$ cat src/sv/mdss_pkg.sv
// Shared types and constants for the minimum delete-sum block.
package mdss_pkg;

    localparam int DEFAULT_MAX_LEN = 64;
    localparam int CHAR_W          = 8;
    localparam int SUM_W           = 15;
    localparam int SUM_SAT         = 32767;
    localparam int CMD_W           = 2;

    typedef enum logic [CMD_W-1:0] {
        CMD_APPEND_FIRST  = 2'd0,
        CMD_APPEND_SECOND = 2'd1,
        CMD_FINISH        = 2'd2
    } cmd_t;

    typedef enum logic [2:0] {
        ST_IDLE,
        ST_INIT,
        ST_FILL_A,
        ST_FILL_B,
        ST_ROW_A,
        ST_ROW_B,
        ST_CELL_A,
        ST_CELL_B
    } state_t;

    // Separate encoding keeps the result wait out of the sweep states.
    typedef enum logic {
        OUT_SWEEP,
        OUT_RESULT
    } phase_t;

endpackage

$ cat src/sv/mdss_ram.sv
// Generic single-write, single-read RAM with registered read data.
module mdss_ram #(
    parameter int WIDTH  = 8,
    parameter int DEPTH  = 64,
    parameter int ADDR_W = (DEPTH > 1) ? $clog2(DEPTH) : 1
) (
    input  logic              aclk,
    input  logic              we,
    input  logic [ADDR_W-1:0] waddr,
    input  logic [WIDTH-1:0]  wdata,
    input  logic [ADDR_W-1:0] raddr,
    output logic [WIDTH-1:0]  rdata
);

    logic [WIDTH-1:0] mem [DEPTH];

    always_ff @(posedge aclk) begin
        if (we) begin
            mem[waddr] <= wdata;
        end
        rdata <= mem[raddr];
    end

endmodule

$ cat src/sv/min_delete_sum_two_strings_top.sv
// Minimum ASCII delete-sum of two byte strings, loaded a character at a time.
//
// Input channel (s_): s_tuser carries the command, s_tdata the character byte.
// Append commands are accepted back to back while the block is idle; a
// character beyond MAX_LEN characters in a string is dropped and flagged.
// A finish word starts a sweep of the weighted edit-distance table, kept as
// one rolling row in a RAM. Each table cell passes through the shared
// adder/compare unit in ST_CELL_A (the registered RAM reads) and then ST_CELL_B
// (add, compare and write back); a finish holds s_tready low through the sweep
// and the result load, and m_tvalid rises in the same cycle that s_tready
// returns high.
// s_tready stays low for the whole sweep.
// Output channel (m_): m_tdata carries delete_sum, m_tuser the too_long flag.
// The result sits in an output register; appends keep flowing while it waits,
// and only the next finish holds off at the end of its sweep until the
// receiver takes the earlier result.
// Reset (aresetn low, synchronous) empties both strings, clears the overflow
// flag and drops any pending result. The RAMs need no clearing pass.
module min_delete_sum_two_strings_top
    import mdss_pkg::*;
#(
    parameter int MAX_LEN = DEFAULT_MAX_LEN
) (
    input  logic        aclk,
    input  logic        aresetn,
    input  logic        s_tvalid,
    output logic        s_tready,
    input  logic [7:0]  s_tdata,   // [7:0] char_byte
    input  logic [1:0]  s_tuser,   // [1:0] command
    output logic        m_tvalid,
    input  logic        m_tready,
    output logic [15:0] m_tdata,   // [14:0] delete_sum, [15] zero
    output logic        m_tuser    // [0] too_long
);

    localparam int CNT_W  = $clog2(MAX_LEN + 1);
    localparam int ADDR_W = (MAX_LEN > 1) ? $clog2(MAX_LEN) : 1;
    localparam int ROW_W  = $clog2(2 * 255 * MAX_LEN + 1);

    state_t state_reg, state_next;
    phase_t phase_reg, phase_next;

    logic [CNT_W-1:0]  cnt1_reg, cnt1_next;
    logic [CNT_W-1:0]  cnt2_reg, cnt2_next;
    logic              ovf_reg, ovf_next;
    logic [CNT_W-1:0]  i_reg, i_next;
    logic [CNT_W-1:0]  j_reg, j_next;
    logic [CHAR_W-1:0] a_reg, a_next;
    logic [ROW_W-1:0]  left_reg, left_next;
    logic [ROW_W-1:0]  diag_reg, diag_next;
    logic              m_tvalid_reg, m_tvalid_next;
    logic [SUM_W-1:0]  sum_reg, sum_next;
    logic              too_long_reg, too_long_next;

    logic              s1_we, s2_we, row_we;
    logic [ADDR_W-1:0] s1_waddr, s2_waddr, s1_raddr, s2_raddr;
    logic [CHAR_W-1:0] s1_rdata, s2_rdata;
    logic [CNT_W-1:0]  row_waddr, row_raddr;
    logic [ROW_W-1:0]  row_wdata, row_rdata;

    logic [CNT_W-1:0]  i_m1, j_m1;
    logic [ROW_W-1:0]  del_first, del_second, cell_val, row0_val, fill_val;
    logic [31:0]       left_ext;
    logic              s_take;

    assign s_tready = (state_reg == ST_IDLE);
    assign s_take   = s_tvalid && s_tready;
    assign m_tvalid = m_tvalid_reg;
    assign m_tdata  = {1'b0, sum_reg};
    assign m_tuser  = too_long_reg;

    assign i_m1 = i_reg - CNT_W'(1);
    assign j_m1 = j_reg - CNT_W'(1);

    // Shared unit: one add pair, one compare, one select; column zero has its own adder.
    assign del_first  = row_rdata + ROW_W'(a_reg);
    assign del_second = left_reg + ROW_W'(s2_rdata);
    assign cell_val   = (a_reg == s2_rdata) ? diag_reg :
                        ((del_first < del_second) ? del_first : del_second);
    assign row0_val   = row_rdata + ROW_W'(s1_rdata);
    assign fill_val   = del_second;
    assign left_ext   = 32'(left_reg);

    assign s1_waddr = cnt1_reg[ADDR_W-1:0];
    assign s2_waddr = cnt2_reg[ADDR_W-1:0];
    assign s1_raddr = i_m1[ADDR_W-1:0];
    assign s2_raddr = j_m1[ADDR_W-1:0];

    mdss_ram #(.WIDTH(CHAR_W), .DEPTH(MAX_LEN)) u_first_ram (
        .aclk  (aclk),
        .we    (s1_we),
        .waddr (s1_waddr),
        .wdata (s_tdata),
        .raddr (s1_raddr),
        .rdata (s1_rdata)
    );

    mdss_ram #(.WIDTH(CHAR_W), .DEPTH(MAX_LEN)) u_second_ram (
        .aclk  (aclk),
        .we    (s2_we),
        .waddr (s2_waddr),
        .wdata (s_tdata),
        .raddr (s2_raddr),
        .rdata (s2_rdata)
    );

    mdss_ram #(.WIDTH(ROW_W), .DEPTH(MAX_LEN + 1)) u_row_ram (
        .aclk  (aclk),
        .we    (row_we),
        .waddr (row_waddr),
        .wdata (row_wdata),
        .raddr (row_raddr),
        .rdata (row_rdata)
    );

    always_comb begin
        state_next    = state_reg;
        phase_next    = phase_reg;
        cnt1_next     = cnt1_reg;
        cnt2_next     = cnt2_reg;
        ovf_next      = ovf_reg;
        i_next        = i_reg;
        j_next        = j_reg;
        a_next        = a_reg;
        left_next     = left_reg;
        diag_next     = diag_reg;
        sum_next      = sum_reg;
        too_long_next = too_long_reg;
        m_tvalid_next = m_tvalid_reg && !m_tready;
        s1_we         = 1'b0;
        s2_we         = 1'b0;
        row_we        = 1'b0;
        row_waddr     = j_reg;
        row_wdata     = cell_val;
        row_raddr     = j_reg;

        unique case (state_reg)
            ST_IDLE: begin
                if (s_take) begin
                    unique case (cmd_t'(s_tuser))
                        CMD_APPEND_FIRST: begin
                            if (cnt1_reg < CNT_W'(MAX_LEN)) begin
                                s1_we     = 1'b1;
                                cnt1_next = cnt1_reg + CNT_W'(1);
                            end else begin
                                ovf_next = 1'b1;
                            end
                        end
                        CMD_APPEND_SECOND: begin
                            if (cnt2_reg < CNT_W'(MAX_LEN)) begin
                                s2_we     = 1'b1;
                                cnt2_next = cnt2_reg + CNT_W'(1);
                            end else begin
                                ovf_next = 1'b1;
                            end
                        end
                        CMD_FINISH: begin
                            state_next = ST_INIT;
                            phase_next = OUT_SWEEP;
                        end
                        default: begin
                            // unused command: drop the word
                        end
                    endcase
                end
            end
            ST_INIT: begin
                row_we    = 1'b1;
                row_waddr = '0;
                row_wdata = '0;
                left_next = '0;
                i_next    = CNT_W'(1);
                j_next    = CNT_W'(1);
                if (cnt2_reg != '0) begin
                    state_next = ST_FILL_A;
                end else if (cnt1_reg != '0) begin
                    state_next = ST_ROW_A;
                end else begin
                    phase_next = OUT_RESULT;
                    state_next = ST_CELL_B;
                end
            end
            ST_FILL_A: begin
                state_next = ST_FILL_B;
            end
            ST_FILL_B: begin
                row_we    = 1'b1;
                row_wdata = fill_val;
                left_next = fill_val;
                if (j_reg == cnt2_reg) begin
                    if (cnt1_reg != '0) begin
                        state_next = ST_ROW_A;
                    end else begin
                        phase_next = OUT_RESULT;
                        state_next = ST_CELL_B;
                    end
                end else begin
                    j_next     = j_reg + CNT_W'(1);
                    state_next = ST_FILL_A;
                end
            end
            ST_ROW_A: begin
                row_raddr  = '0;
                state_next = ST_ROW_B;
            end
            ST_ROW_B: begin
                a_next    = s1_rdata;
                diag_next = row_rdata;
                row_we    = 1'b1;
                row_waddr = '0;
                row_wdata = row0_val;
                left_next = row0_val;
                j_next    = CNT_W'(1);
                if (cnt2_reg != '0) begin
                    state_next = ST_CELL_A;
                end else if (i_reg == cnt1_reg) begin
                    phase_next = OUT_RESULT;
                    state_next = ST_CELL_B;
                end else begin
                    i_next     = i_reg + CNT_W'(1);
                    state_next = ST_ROW_A;
                end
            end
            ST_CELL_A: begin
                state_next = ST_CELL_B;
            end
            ST_CELL_B: begin
                if (phase_reg == OUT_RESULT) begin
                    // left_reg holds the last entry of the final row
                    if (!m_tvalid_reg || m_tready) begin
                        m_tvalid_next = 1'b1;
                        sum_next      = (left_ext > 32'(SUM_SAT)) ? SUM_W'(SUM_SAT)
                                                                  : SUM_W'(left_ext);
                        too_long_next = ovf_reg;
                        cnt1_next     = '0;
                        cnt2_next     = '0;
                        ovf_next      = 1'b0;
                        phase_next    = OUT_SWEEP;
                        state_next    = ST_IDLE;
                    end
                end else begin
                    row_we    = 1'b1;
                    row_wdata = cell_val;
                    left_next = cell_val;
                    diag_next = row_rdata;
                    if (j_reg == cnt2_reg) begin
                        if (i_reg == cnt1_reg) begin
                            phase_next = OUT_RESULT;
                            state_next = ST_CELL_B;
                        end else begin
                            i_next     = i_reg + CNT_W'(1);
                            state_next = ST_ROW_A;
                        end
                    end else begin
                        j_next     = j_reg + CNT_W'(1);
                        state_next = ST_CELL_A;
                    end
                end
            end
            default: begin
                state_next = ST_IDLE;
            end
        endcase
    end

    always_ff @(posedge aclk) begin
        if (!aresetn) begin
            state_reg    <= ST_IDLE;
            phase_reg    <= OUT_SWEEP;
            cnt1_reg     <= '0;
            cnt2_reg     <= '0;
            ovf_reg      <= 1'b0;
            m_tvalid_reg <= 1'b0;
        end else begin
            state_reg    <= state_next;
            phase_reg    <= phase_next;
            cnt1_reg     <= cnt1_next;
            cnt2_reg     <= cnt2_next;
            ovf_reg      <= ovf_next;
            m_tvalid_reg <= m_tvalid_next;
        end
    end

    always_ff @(posedge aclk) begin
        i_reg        <= i_next;
        j_reg        <= j_next;
        a_reg        <= a_next;
        left_reg     <= left_next;
        diag_reg     <= diag_next;
        sum_reg      <= sum_next;
        too_long_reg <= too_long_next;
    end

endmodule

$ cat config.mk
export PLATFORM = sky130hd
export DESIGN_NAME = min_delete_sum_two_strings_top
export DESIGN_NICKNAME = d
export VERILOG_FILES = /design/src/sv/mdss_pkg.sv /design/src/sv/mdss_ram.sv /design/src/sv/min_delete_sum_two_strings_top.sv
export SDC_FILE = /design/constraint.sdc
export NUM_CORES = 2
export LEC_CHECK = 0
export BUFFER_PORTS_ARGS = -buffer_cell sky130_fd_sc_hd__buf_2
export CAP_MARGIN = 40
export CORE_ASPECT_RATIO = 1.5
export CORE_UTILIZATION = 43
export DETAILED_ROUTE_END_ITERATION = 7
export PLACE_DENSITY = 0.64
export SLEW_MARGIN = 30
export SYNTH_ARGS = -nofsm -noshare
export SYNTH_HDL_FRONTEND = slang
export SYNTH_SLANG_ARGS = --single-unit
$ cat constraint.sdc
create_clock -name aclk -period 6.95 [get_ports aclk]
set_clock_uncertainty 0.15 [all_clocks]
set_input_delay 0.3475 -clock aclk [delete_from_list [all_inputs] [get_ports aclk]]
set_output_delay 0.3475 -clock aclk [all_outputs]
set_load 0.1 [all_outputs]
Word-level counts from Yosys, hierarchy flattened
Memory sizes are Yosys's and may differ from the RTL's. A register that Yosys moved wholly into a read port is not among the register bits.
Cells that the tools add are included.
- bits of input ports: 14
- RAM bits: 1999
- register bits: 88
- memories: 3
- output and inout bits: 19
- word-level logic and storage cells: 162
- equal/unequal tests: 30
- muxes and demuxes: 76
- magnitude comparators: 4
- add/subtract/negate cells: 9
- reductions and logical operators: 27
- memory list (memory ; depth ; width ; rd ports ; clocked after Yosys merged registers in ; write ports ; RTL line ; source):
    u_row_ram.mem ; 65 ; 15 ; 1 ; 1 ; 1 ; mdss_ram.sv:15 ; logic [WIDTH-1:0] mem [DEPTH];
    u_first_ram.mem ; 64 ; 8 ; 1 ; 1 ; 1 ; mdss_ram.sv:15 ;
    u_second_ram.mem ; 64 ; 8 ; 1 ; 1 ; 1 ; mdss_ram.sv:15 ;
- operators with widths (cell ; number):
    two-way mux 7 bit ; 16
    two-way mux 15 bit ; 4
    case mux 15 bit (4 select lines) ; 1
    adder 15 x 8 -> 15 bit ; 3
    case mux 15 bit (3 select lines) ; 1
    case mux 7 bit (3 select lines) ; 2
    two-way mux 1 bit ; 34
    case mux 15 bit (2 select lines) ; 1
    adder 7 x 1 -> 7 bit, second input constant ; 4
    case mux 7 bit (2 select lines) ; 2
    case mux 3 bit (8 select lines) ; 1
    two-way mux 3 bit ; 7
    inequality test 2 bit, second input constant ; 8
    > comparator 15 bit, second input constant ; 1
    less-than comparator 15 bit ; 1
    == test 7 bit ; 2
    less-than comparator 7 bit, second input constant ; 2
    AND reduction 7 bit ; 2
    nonzero test 7 bit ; 2
    == test 3 bit, second input constant ; 4
    inequality test 2 x 1 -> 1 bit, second input constant ; 6
    AND reduction 6 bit ; 2
    subtractor 6 x 1 -> 6 bit, second input constant ; 2
    inequality test 3 bit, second input constant ; 3
    23 further kinds ; 35

Longest topological paths before layout
- depth in word-level cells: 7
- depth in mapped cells: 19
- mapped depth without buffers: 17

Modules after synthesis
A second synthesis with hierarchy kept.
- cell total of the unflattened synthesis: 4345
- area, all modules: 84917.7 µm²
- by module, submodules not included (module ; times used ; seq. area each (µm²) ; cells each ; area an instance (µm²)):
    mdss_ram (u_row_ram) ; 1 ; 29578.4 ; 1702 ; 37882.6
    mdss_ram (u_first_ram) ; 1 ; 15534.9 ; 998 ; 20317.0
    mdss_ram (u_second_ram) ; 1 ; 15534.9 ; 940 ; 20166.8
    min_delete_sum_two_strings_top ; 1 ; 2442.3 ; 705 ; 6551.3

Worst setup path after synthesis
No wires, ideal clock.
- kind: register to register
- from: register a_reg[0]
- to: memory u_row_ram.mem[0][8] (netlist bit), data pin
- clock period less this slack: 7203 ps
- path slack: -253 ps
- arrival: 6325 ps
- buffers on the path: 2
- library setup time: 728 ps
- stages on the path, launching flop included: 18
- data required time: 6072 ps
- path through: edfxtp_1 -> ha_1 -> inv_1 -> fa_1 -> nor2b_1 -> o2111ai_1 -> and4_1 -> clkbuf_1 -> o31a_1 -> or2_2 -> ha_1 -> and4_1 -> o211ai_1 -> o21ai_1 -> clkbuf_1 -> a21o_1 -> a21oi_1 -> o31ai_1
- cells in the longest elaborated chain, start to end: 5
- elaborated cells on any way between the ends: 6
- classes of those cells: add/sub: 1; order compare: 1; eq/ne: 1; mux: 3
- ends and longest elaborated chain (what ; RTL line ; source):
    start, declared ; min_delete_sum_two_strings_top.sv:48 ; logic [CHAR_W-1:0] a_reg, a_next;
    start signal, assigned ; min_delete_sum_two_strings_top.sv:287 ; a_reg <= a_next;
    adder 15 x 8 -> 15 bit ; min_delete_sum_two_strings_top.sv:76 ; assign del_first = row_rdata + ROW_W'(a_reg);
    less-than comparator 15 bit ; min_delete_sum_two_strings_top.sv:79 ; ((del_first < del_second) ? del_first : del_second);
    two-way mux 15 bit ; min_delete_sum_two_strings_top.sv:79 ;
    two-way mux 15 bit (*) ; min_delete_sum_two_strings_top.sv:78 ; assign cell_val = (a_reg == s2_rdata) ? diag_reg :
    case mux 15 bit (3 select lines) (*) ; min_delete_sum_two_strings_top.sv:137 ; unique case (state_reg)
    via row_wdata[8] ; min_delete_sum_two_strings_top.sv:59 ; logic [ROW_W-1:0] row_wdata, row_rdata;
    end, declared ; mdss_ram.sv:15 ;
The timed path passes the listed nets; every way through them passes the cells marked *.

Worst setup path after layout
- from: register a_reg[0]
- to: memory u_row_ram.mem[0][1] (netlist bit), data pin
Same word-level chain as after synthesis.

==> metrics.md <==
| Metric | Value |
|---|---|
| Outcome | `completed` |
| Cells after Synth | `4504` |
| Synth Warn # | `0` |
| Grt total ovfl | `0` |
| Placement Rows | `199` |
| Antenna-violating nets left | `0` |
| RSZ-0062 raised after global routing | `no` |
| Leak pwr | `30.2 nW` |
| Die Footprint | `199000 um^2` |
| Worst-margin pin slew | `0.932 ns` |
| Crit start category | `flip-flop` |
| Maxcap violations | `0` |
| Post-Synthesis Mean Instance Area | `18.8 um^2` |
| Family with the most delay on the worst path | `compound AO/OA/AOI/OAI gates` |
| Clk Tree Root Cell | `clkbuf_16` |
| Final setup TNS | `0 ns` |
| H-Tree Depth | `4` |
| Total routing usage reported by global routing | `21.3%` |
| Worst rel slew slack | `37.1%` |
| Sequential area share after synthesis | `74.4%` |
| Post-synth top area share | `73.2%` |
| Met3 routed wirelength | `12.7 mm` |
| CTS tree | `built` |
| Largest regs | `u_row_ram.mem: 975 flops, u_first_ram.mem: 512 flops, u_second_ram.mem: 512 flops` |
| Max layer used | `met5` |
| Post-synthesis register bit count | `2118` |
| RePlAce Congestion | `0.876` |
| Die W | `365 um` |
| Post-synth top flop | `edfxtp_1` |
| Post-synth top area cell | `edfxtp_1` |
| Met2 WL post-DR | `112 mm` |
| Kind of critical path | `reg -> reg` |
| Endpoints failing hold | `0` |
| Clock-pin slew on the worst setup and hold paths | `0.06 ns` |
| Die Ht | `546 um` |
| WL final | `212 mm` |
| Final net count | `4780` |
| EDFF count, synth | `2067` |
| Routed vias | `43800` |
| Fillers | `15900` |
| PwrDens | `448 nW/um^2` |
| Reg area | `63100 um^2` |
| Share of cells above drive strength 1 | `23.1%` |
| Syn-to-layout area delta | `12.6%` |
| Worst stage delay on the critical path | `0.53 ns` |
| Largest register by flop count | `u_row_ram.mem` |
| Arrival time worst endpoint | `5.84 ns` |
| Final Hold Slack | `0.0624 ns` |
| Buf/Inv on CP | `2` |
| Crit share post-route | `78.2%` |
| Hold Crit Class | `in -> reg` |
| Max-slew violation count | `0` |
| Area occupied by multi-input gates | `20800 um^2` |
| Clock sink count | `2118` |
| Critical path's slowest cell | `mux2i_4` |
| CP Data Required Time | `7.36 ns` |
| Wire length on met1 | `78.3 mm` |
| Max clock buf depth | `4` |
| Core area | `196000 um^2` |
| # setup viols final | `0` |
| Final HPWL DP | `132 mm` |
| Post-Syn Area | `84800 um^2` |
| I/O pin count | `33` |
| Most area-consuming cells after synthesis | `edfxtp_1 73%, mux4_2 12%, a21oi_1 1.4%` |
| Vias in the first global route | `44400` |
| Detailed-route wire length per cell | `28.3 um` |
| Drt via density | `5.86` |
| # DRC | `0` |
| Largest register FFs | `975` |
| DR iter-0 viols | `4187` |
| Total CTS buffers | `194` |
| PortBufs | `31` |
| Antenna violations before repair | `5` |
| Crit path time final | `5.43 ns` |
| Largest net degree at the start of global routing | `115` |
| Pre-antenna DRT Iters | `5` |
| Yosys cell types | `72` |
| Resized cells post-CTS | `0` |
| Hold Path Depth | `3` |
| Crit-path cells | `ha_1 -> inv_1 -> fa_1 -> nor2b_1 -> o2111ai_1 -> and4_1 -> o31a_1 -> or2_2 -> ha_1 -> a21oi_1 -> o21ai_0 -> a21oi_1 -> o21a_1 -> mux2i_1 -> mux2i_1 -> mux2i_4 -> buf_4` |
| Max VDD drop | `0.000502 V` |
| CP max FO | `32` |
| Initial core utilization | `43.3%` |
| Worst-skew pair later-pin latency | `0.85 ns` |
| Post-synth ARST share | `0%` |
| Worst path depth | `17` |
| Syn nets | `4567` |
| Crit. End Element | `flip-flop` |
| Fmax | `184 MHz` |
| First-pass GRT wire length | `308 mm` |
| R2R cell count | `17` |
## Yosys cell counts (5+ instances only)
master     count
dfxtp_1       51
nor2b_1       44
o2111ai_1      5
nor2_1       275
a21boi_0      21
and3_1        26
o311ai_0      15
clkbuf_1     145
o31ai_1       18
edfxtp_1    2067
inv_1         24
buf_1         21
and4_1         5
mux2_2        92
o21a_1         6
buf_4         17
a22oi_1        8
o22ai_1       17
mux4_2       456
a211o_1       17
o31a_1         5
nand2b_1       9
buf_2         79
o211ai_1       6
nand4_1       15
nor3_1        22
a31oi_1       20
nand3_1       40
xnor2_1       40
a21oi_1      231
or3_1         13
nor4_1         6
xor2_1        36
o21ai_0      204
ha_1          46
nand3b_1       9
nand2_1      170
nor3b_1        5
a21o_1         8
a41oi_1       17
o21ai_1       10
a22o_1        15
a211oi_1      50
mux2i_1       60
and2_1         9
## per-layer routing
layer  GRT usage [%]  vias up
met5               0        -
met4            8.70        2
met3            3.28      385
met2            37.5     1567
met1            26.0    23100
li1                -    18700
## path summary, 6_finish.rpt
path,startpoint,end,slack (ns)
max,a_reg[0],u_row_ram.mem[0][1],1.52
min,m_tready,m_tvalid,0.06
max reg2reg,a_reg[0],u_row_ram.mem[0][1],1.52
min reg2reg,ovf_reg,m_tuser,0.28
## layout by cell type, fill, tap and decap left out, drive strengths merged, types with 51 or more instances in the layout
master  instances
clkinv         63
mux2           92
mux4          456
clkbuf        282
mux2i          60
edfxtp       2067
dfxtp          51
buf           241
nand2         170
nor2          276
a21oi         231
o21ai         214
## area by class of cell
class / count / area share (%)
antenna: 2 / 0.00524
clock buffer: 252 / 5.35
tap: 2613 / 3.42
timing repair buffer: 284 / 2.54
multi-input combinational: 2093 / 21.8
sequential: 2118 / 66.1
inverter: 26 / 0.110
clock inverter: 84 / 0.713
## logic make-up (layout without fill, tap and decap cells)
group	Yosys count	in the layout	share of synthesized area [%]
other cells	1	3	0.00442
xor+xnor	76	76	0.785
buf+inv	293	646	1.53
simple gates	664	664	3.57
mux	608	608	14.0
compound gates	695	695	4.93
fa+ha+maj	49	49	0.749
flops	2118	2118	74.4
## worst register-to-register path, stage by stage (launching register included)
cell       delay, ns
edfxtp_1        0.38
ha_1            0.23
inv_1           0.07
fa_1            0.41
nor2b_1         0.22
o2111ai_1       0.13
and4_1          0.26
o31a_1          0.32
or2_2           0.31
ha_1            0.30
a21oi_1         0.12
o21ai_0         0.15
a21oi_1         0.28
o21a_1          0.47
mux2i_1         0.24
mux2i_1         0.14
mux2i_4         0.53
buf_4           0.44
## metrics by stage
stage          setup WS [ns]  util [%]  total power [mW]  cells  instance area, um^2
2_1_floorplan         0.0371         -              27.0   4504                84800
3_3_place_gp            1.29      45.3              32.6   7039                88700
3_5_place_dp            1.55      45.5              33.0   7069                89100
4_1_cts                 1.53      48.5              43.0   7418                95000
5_1_grt                 1.32      48.7              44.3   7472                95500
6_report                1.52      48.7              42.7   7472                95500
## power by group
part	total [mW]	internal (mW)	switching, mW
combinational	15.0	4.94	10.0
sequential	17.7	17.4	0.319
clock	10.0	5.48	4.54
## timing repair
action | 4_1_cts | 5_1_grt
hold endpoints to repair | 359 | 0
hold buffers | 13 | 0
buffers inserted | 0 | 0
(Power assumes the default switching activity.)
